--- config.mk ---
export PLATFORM = sky130hd
export DESIGN_NAME = thermal_protection_level_monitor_core
export DESIGN_NICKNAME = d
export VERILOG_FILES = /design/src/sv/tpm_pkg.sv /design/src/sv/tpm_level_update.sv /design/src/sv/thermal_protection_level_monitor_core.sv
export SDC_FILE = /design/constraint.sdc
export NUM_CORES = 1
export LEC_CHECK = 0
export BUFFER_PORTS_ARGS = -buffer_cell sky130_fd_sc_hd__buf_2
export CORE_UTILIZATION = 40
export DETAILED_ROUTE_END_ITERATION = 8
export PLACE_DENSITY = 0.67
export SYNTH_ARGS = -nofsm -noshare
export SYNTH_HDL_FRONTEND = slang
export SYNTH_SLANG_ARGS = --single-unit
--- constraint.sdc ---
create_clock -name clk -period 5 [get_ports clk]
set_input_delay 0.75 -clock clk [delete_from_list [all_inputs] [get_ports clk]]
set_output_delay 0.75 -clock clk [all_outputs]
set_load 0.02 [all_outputs]
--- src/sv/tpm_pkg.sv ---
// ----------------------------------------------------------------------------
// tpm_pkg: shared types and constants for the thermal protection level monitor
// Holds the register map, the level codes, reset values and state structs.
// ----------------------------------------------------------------------------
package tpm_pkg;

    localparam int SAMPLE_W = 12;
    localparam int COUNT_W  = 8;
    localparam int LEVEL_W  = 2;
    localparam int CFG_IDX_W  = 3;
    localparam int CFG_DATA_W = 12;

    // Register indexes on the configuration channel
    localparam logic [CFG_IDX_W-1:0] CFG_LEVEL1_TRIP    = 3'd0;
    localparam logic [CFG_IDX_W-1:0] CFG_LEVEL1_RELEASE = 3'd1;
    localparam logic [CFG_IDX_W-1:0] CFG_LEVEL2_TRIP    = 3'd2;
    localparam logic [CFG_IDX_W-1:0] CFG_LEVEL2_RELEASE = 3'd3;
    localparam logic [CFG_IDX_W-1:0] CFG_DEBOUNCE_LIMIT = 3'd4;

    // Protection level codes
    localparam logic [LEVEL_W-1:0] LEVEL_NORMAL = 2'd0;
    localparam logic [LEVEL_W-1:0] LEVEL_FIRST  = 2'd1;
    localparam logic [LEVEL_W-1:0] LEVEL_SECOND = 2'd2;
    localparam logic [LEVEL_W-1:0] LEVEL_UNUSED = 2'd3;

    // Register reset values
    localparam logic [SAMPLE_W-1:0] RST_LEVEL1_TRIP    = 12'd945;
    localparam logic [SAMPLE_W-1:0] RST_LEVEL1_RELEASE = 12'd1064;
    localparam logic [SAMPLE_W-1:0] RST_LEVEL2_TRIP    = 12'd741;
    localparam logic [SAMPLE_W-1:0] RST_LEVEL2_RELEASE = 12'd863;
    localparam logic [COUNT_W-1:0]  RST_DEBOUNCE_LIMIT = 8'd30;

    typedef struct packed {
        logic [SAMPLE_W-1:0] level1_trip;
        logic [SAMPLE_W-1:0] level1_release;
        logic [SAMPLE_W-1:0] level2_trip;
        logic [SAMPLE_W-1:0] level2_release;
        logic [COUNT_W-1:0]  debounce_limit;
    } cfg_t;

    typedef struct packed {
        logic [LEVEL_W-1:0] level;
        logic [COUNT_W-1:0] trip_count;
        logic [COUNT_W-1:0] release_count;
    } state_t;

endpackage

--- src/sv/tpm_level_update.sv ---
// ----------------------------------------------------------------------------
// tpm_level_update: next-state logic of the protection level
// Compares one sample against the thresholds of the current level and
// advances, clears or rolls over the debounce counters.
// ----------------------------------------------------------------------------
module tpm_level_update
(
    input  tpm_pkg::cfg_t                    cfg,
    input  tpm_pkg::state_t                  state,
    input  logic [tpm_pkg::SAMPLE_W-1:0]     sample,
    output tpm_pkg::state_t                  state_next
);

    logic [tpm_pkg::COUNT_W-1:0] trip_inc;
    logic [tpm_pkg::COUNT_W-1:0] release_inc;
    logic                        trip_over;
    logic                        release_over;

    // Counters wrap at 8 bits
    assign trip_inc     = state.trip_count + tpm_pkg::COUNT_W'(1);
    assign release_inc  = state.release_count + tpm_pkg::COUNT_W'(1);
    assign trip_over    = trip_inc > cfg.debounce_limit;
    assign release_over = release_inc > cfg.debounce_limit;

    always_comb
    begin
        state_next = state;
        unique case (state.level)
            tpm_pkg::LEVEL_NORMAL:
            begin
                if (sample < cfg.level1_trip)
                begin
                    if (trip_over)
                    begin
                        state_next.level      = tpm_pkg::LEVEL_FIRST;
                        state_next.trip_count = '0;
                    end
                    else
                    begin
                        state_next.trip_count = trip_inc;
                    end
                end
                else
                begin
                    state_next.trip_count = '0;
                end
            end
            tpm_pkg::LEVEL_FIRST:
            begin
                if (sample < cfg.level2_trip)
                begin
                    if (trip_over)
                    begin
                        state_next.level      = tpm_pkg::LEVEL_SECOND;
                        state_next.trip_count = '0;
                    end
                    else
                    begin
                        state_next.trip_count = trip_inc;
                    end
                end
                else if (sample > cfg.level1_release)
                begin
                    if (release_over)
                    begin
                        state_next.level         = tpm_pkg::LEVEL_NORMAL;
                        state_next.release_count = '0;
                    end
                    else
                    begin
                        state_next.release_count = release_inc;
                    end
                end
                else
                begin
                    state_next.trip_count    = '0;
                    state_next.release_count = '0;
                end
            end
            tpm_pkg::LEVEL_SECOND:
            begin
                if (sample > cfg.level2_release)
                begin
                    if (release_over)
                    begin
                        state_next.level         = tpm_pkg::LEVEL_FIRST;
                        state_next.release_count = '0;
                    end
                    else
                    begin
                        state_next.release_count = release_inc;
                    end
                end
                else
                begin
                    state_next.release_count = '0;
                end
            end
            default:
            begin
                // unreachable code: hold everything
                state_next = state;
            end
        endcase
    end

endmodule

--- src/sv/thermal_protection_level_monitor_core.sv ---
// ----------------------------------------------------------------------------
// thermal_protection_level_monitor_core: debounced three-level thermal monitor
// Takes thermistor ADC samples and reports the protection level per sample.
// ----------------------------------------------------------------------------
// Usage:
//   Slave stream (s_tvalid/s_tready/s_tdata) carries one 12-bit ADC sample per
//   request; a lower code means a hotter part. Master stream (m_tvalid/
//   m_tready/m_tdata) returns one protection level per sample, in order.
//   The cfg channel (cfg_valid/cfg_ready/cfg_index/cfg_data) writes the four
//   thresholds and the debounce limit; cfg_ready is always high. Write it
//   only while no sample is in flight.
//   A sample is registered on acceptance, and the level update runs between
//   that input register and the result register, where m_tvalid rises; one
//   sample is taken every cycle while the result register can move on. The
//   rate is set by the level/counter update loop through the state register.
//   When the receiver stalls, the result register holds and the input
//   register takes one more sample; s_tready drops once both are full.
//   Reset clears level and counters to zero, empties both registers and
//   loads the default thresholds (945, 1064, 741, 863) and limit 30.
// ----------------------------------------------------------------------------
module thermal_protection_level_monitor_core
(
    input  logic                               clk,
    input  logic                               rst_n,
    input  logic                               s_tvalid,
    output logic                               s_tready,
    input  logic [15:0]                        s_tdata,    // [11:0] temp_sample
    output logic                               m_tvalid,
    input  logic                               m_tready,
    output logic [7:0]                         m_tdata,    // [1:0] protection_level
    input  logic                               cfg_valid,
    output logic                               cfg_ready,
    input  logic [tpm_pkg::CFG_IDX_W-1:0]      cfg_index,
    input  logic [tpm_pkg::CFG_DATA_W-1:0]     cfg_data
);

    tpm_pkg::cfg_t                   cfg_reg;
    tpm_pkg::state_t                 state_reg;
    tpm_pkg::state_t                 state_next;
    logic                            in_valid_reg;
    logic [tpm_pkg::SAMPLE_W-1:0]    sample_reg;
    logic                            out_valid_reg;
    logic [tpm_pkg::LEVEL_W-1:0]     level_out_reg;
    logic                            advance;

    assign cfg_ready = 1'b1;
    assign advance   = in_valid_reg && (!out_valid_reg || m_tready);
    assign s_tready  = !in_valid_reg || advance;
    assign m_tvalid  = out_valid_reg;
    assign m_tdata   = {{(8 - tpm_pkg::LEVEL_W){1'b0}}, level_out_reg};

    always_ff @(posedge clk or negedge rst_n)
    begin
        if (!rst_n)
        begin
            cfg_reg.level1_trip    <= tpm_pkg::RST_LEVEL1_TRIP;
            cfg_reg.level1_release <= tpm_pkg::RST_LEVEL1_RELEASE;
            cfg_reg.level2_trip    <= tpm_pkg::RST_LEVEL2_TRIP;
            cfg_reg.level2_release <= tpm_pkg::RST_LEVEL2_RELEASE;
            cfg_reg.debounce_limit <= tpm_pkg::RST_DEBOUNCE_LIMIT;
        end
        else if (cfg_valid && cfg_ready)
        begin
            unique case (cfg_index)
                tpm_pkg::CFG_LEVEL1_TRIP:    cfg_reg.level1_trip    <= cfg_data;
                tpm_pkg::CFG_LEVEL1_RELEASE: cfg_reg.level1_release <= cfg_data;
                tpm_pkg::CFG_LEVEL2_TRIP:    cfg_reg.level2_trip    <= cfg_data;
                tpm_pkg::CFG_LEVEL2_RELEASE: cfg_reg.level2_release <= cfg_data;
                tpm_pkg::CFG_DEBOUNCE_LIMIT:
                    cfg_reg.debounce_limit <= cfg_data[tpm_pkg::COUNT_W-1:0];
                default:
                begin
                    // drop writes to unmapped indexes
                end
            endcase
        end
    end

    // Input register
    always_ff @(posedge clk or negedge rst_n)
    begin
        if (!rst_n)
        begin
            in_valid_reg <= 1'b0;
        end
        else if (s_tready)
        begin
            in_valid_reg <= s_tvalid;
        end
    end

    always_ff @(posedge clk)
    begin
        if (s_tvalid && s_tready)
        begin
            sample_reg <= s_tdata[tpm_pkg::SAMPLE_W-1:0];
        end
    end

    tpm_level_update u_level_update
    (
        .cfg        (cfg_reg),
        .state      (state_reg),
        .sample     (sample_reg),
        .state_next (state_next)
    );

    // Commit state and result together when the sample moves on
    always_ff @(posedge clk or negedge rst_n)
    begin
        if (!rst_n)
        begin
            state_reg     <= '0;
            out_valid_reg <= 1'b0;
        end
        else
        begin
            if (advance)
            begin
                state_reg     <= state_next;
                out_valid_reg <= 1'b1;
            end
            else if (m_tready)
            begin
                out_valid_reg <= 1'b0;
            end
        end
    end

    always_ff @(posedge clk)
    begin
        if (advance)
        begin
            level_out_reg <= state_next.level;
        end
    end

    a_level_reachable: assert property (@(posedge clk) disable iff (!rst_n)
        state_reg.level != tpm_pkg::LEVEL_UNUSED)
        else $error("protection level reached unused code");

    a_level_only_on_advance: assert property (@(posedge clk) disable iff (!rst_n)
        !advance |=> $stable(state_reg.level))
        else $error("level changed without a sample");

    a_level_change_clears: assert property (@(posedge clk) disable iff (!rst_n)
        advance && (state_next.level != state_reg.level)
        |=> (state_reg.trip_count == '0) || (state_reg.release_count == '0))
        else $error("level changed without clearing its counter");

    a_result_follows: assert property (@(posedge clk) disable iff (!rst_n)
        advance |=> m_tvalid && (m_tdata[tpm_pkg::LEVEL_W-1:0] == state_reg.level))
        else $error("result does not match committed level");

    a_stall_only_full: assert property (@(posedge clk) disable iff (!rst_n)
        !s_tready |-> in_valid_reg && out_valid_reg)
        else $error("input stalled with free register");

endmodule

==> run summary <==
CTS
• 9 — total CTS buffers
• 2 — clock buffer depth
• 90 — TritonCTS Sinks
• 0 — cells resized by post-CTS repair
• 3 — Clock H-tree levels
• done — CTS tree
• 0.34 ns — latest clock arrival within the worst-skew pair
• 0 — setup repair bufs after CTS
• 0.06 ns — clock-pin slew on the worst setup and hold paths
• clkbuf_16 — CTS Root Cell
• 0 — cts-stage hold buffer count

Logic synthesis
• 9.84 µm² — Avg Synthesized Cell Area
• dfrtp_1 — commonest register cell after synthesis
• 0 — Synthesis Warnings
• dfrtp_1, ha_1, dfstp_2 — cell types with the largest area share after synthesis
• dfrtp_1 — leading area contributor after synthesis
• 538 — number of instances in the synthesized netlist
• 44.5% — sequential area share after synthesis
• 5290 µm² — Synth Cell Area
• 52 — Unique masters post-synth
• 90 — synthesis-stage register bit count
• nand2_1 — most common cell in the synthesized netlist
• 23.2% — Synth top area share
• 14 — number of flops mapped to enable cells by yosys
• nand2_1, ha_1, inv_1 — Commonest cells post-synth
• 84.4% — share of async-settable or async-resettable flops after synthesis

Finish
• 0 — number of antenna repair diodes
• 56 — number of flip-flops in the largest register
• 1195 — fillcell total
• 674 — Final #Nets
• 12.7% — relative area change from synthesis to final layout
• 19.3% — share of post-route cells with drive strength above 1

Power
• 2.74 nW — Static Leakage
• 2.10 mW — Design Power
• 0.000186 V — worst voltage drop across the vdd grid
• 352 nW/µm² — PwrDens

STA
• false — RSZ-0062 raised after global routing
• 23.4% — max_slew headroom
• 0 — max-slew violation count
• 0.00694 ns — worst clock skew
• 0 — final number of setup-violating endpoints
• 0 ns — setup TNS
• 0 — number of hold-slack violations in the final timing report
• 357 MHz — Fmax achieved
• 1.15 ns — actual slew at the worst max-slew pin
• 2.80 ns — final critical-path required period
• 55.9% — final clock period utilization by the worst path

Detailed routing
• 0 — DRC Markers
• 5.13 — mean number of vias per cell
• 3853 — routed vias
• 11200 µm — Total Wirelength
• 0 — count of antenna-violating nets left after detailed routing
• 4 — TritonRoute pass-1 iters
• 240 — Detailed Route Iter0 Violations
• 14.9 µm — wire length per cell

Setup path
• 3.05 ns — arrival time at the worst endpoint
• reg2reg — critical path type
• 5.26 ns — required time at the worst-slack endpoint
• 8 — Crit Path Max Fanout
• flop — critical path endpoint category
• 11 — reg2reg path depth
• flop — startpoint type of the worst setup path

Global routing
• 0 — antenna violations before repair
• 77 — maximum number of pins on one net before global-route repair
• 18.1% — GRT Resource Usage Total
• 0 — sum of overflow across all layers after global routing
• 18600 µm — wire length of the first global-routing pass
• 3841 — number of global-route vias before repair

Floorplan
• 117 µm — Die Y-Extent
• 47 — count of boundary I/O pins
• 41.4% — starting density of the core
• 13700 µm² — total die area
• 117 µm — Die Span X
• 41 — Core Rows
• 12800 µm² — core area

Flow run
• 0 — max-cap check violation count

Placement
• 0.845 — weighted congestion at the end of routability-driven global placement
• 8430 µm — Detailed Place HPWL
• 35 — number of buffer cells added on primary ports

Min path
• 1 — number of cells traversed by the worst hold path
• reg2reg — Tightest Hold Check Type

Run status
• finished, final reports clean — status

[final cells by class]
cell class | instances | area (µm²) | share of cell area [%]
clock buffers | 15 | 299 | 5.01
clock inverters | 1 | 5.00 | 0.0839
inverters | 62 | 233 | 3.90
multi-input cells | 374 | 2670 | 44.7
flip-flops and latches | 90 | 2360 | 39.5
well taps | 172 | 215 | 3.61
repair buffers | 37 | 193 | 3.23
[final timing paths]
path                              start      endpoint  slack (ns)
min                        in_valid_reg      m_tvalid        0.50
max reg2reg                state_reg[0]  state_reg[7]        2.20
min reg2reg                in_valid_reg      m_tvalid        0.50
min in group asynchronous         rst_n   cfg_reg[41]        0.58
max                        state_reg[0]  state_reg[7]        2.20
max in group asynchronous         rst_n   cfg_reg[34]        3.80
[stage by stage]
stage	worst slack [ns]	hold slack, ns	area (µm²)	utilization [%]	cells
2_1_floorplan	2.59	0.454	5310	-	543
3_3_place_gp	2.26	0.477	5660	44.3	735
3_5_place_dp	2.19	0.482	5660	44.3	735
4_1_cts	2.18	0.499	5970	46.7	751
5_1_grt	1.86	0.527	5970	46.7	751
6_report	2.20	0.500	5970	46.7	751
[routing by layer]
| layer | GRT usage, % | routed length (µm) | part of all wire (%) |
|---|---|---|---|
| met1 | 21.7 | 4920 | 44 |
| met2 | 32.0 | 5630 | 50 |
| met3 | 3.04 | 325 | 2.9 |
| met4 | 8.27 | 315 | 2.8 |
| met5 | 0 | 0 | 0 |
[worst max-delay path: stages, from the launching register on]
cell      delay, ns
dfrtp_1        0.45
and3_1         0.20
nand3_1        0.11
nor2_1         0.15
xor2_1         0.22
ha_1           0.29
a21oi_1        0.13
o21ai_0        0.09
o22ai_1        0.27
a21boi_2       0.50
nand2_1        0.09
o21ai_0        0.18
[placed cells by master (no fill, tap or decap), types with 5 or more instances in the layout]
| cell type | n |
|---|---|
| inv_1 | 62 |
| nor2_1 | 11 |
| dfstp_2 | 27 |
| dfrtp_1 | 49 |
| edfxtp_1 | 14 |
| buf_2 | 34 |
| ha_1 | 64 |
| xnor2_1 | 5 |
| mux2_2 | 16 |
| o211ai_1 | 7 |
| nor3_1 | 5 |
| a21oi_1 | 24 |
| nand2b_1 | 9 |
| a21o_1 | 9 |
| conb_1 | 7 |
| nand4_1 | 13 |
| nand2_1 | 81 |
| o21ai_0 | 51 |
| o21ai_1 | 6 |
| nand3_1 | 14 |
| clkbuf_16 | 10 |
[report_power, final]
part           switching [mW]  leakage [nW]  internal (mW)
Sequential             0.0431          1.02          0.882
Clock                   0.277         0.151          0.408
Combinational           0.289          1.57          0.199
Total                   0.609          2.74           1.49
[logic make-up (layout without fill, tap and decap cells)]
kind of cell,after synthesis,after routing,share of synthesized area [%]
flops,90,90,44.5
other cells,2,7,0.142
mux,16,16,3.40
xor+xnor,9,9,1.49
compound gates,124,124,15.0
fa+ha+maj,64,64,15.1
buf+inv,79,115,6.17
simple gates,154,154,14.1
Note: power is estimated with default switching activity, not from simulation.
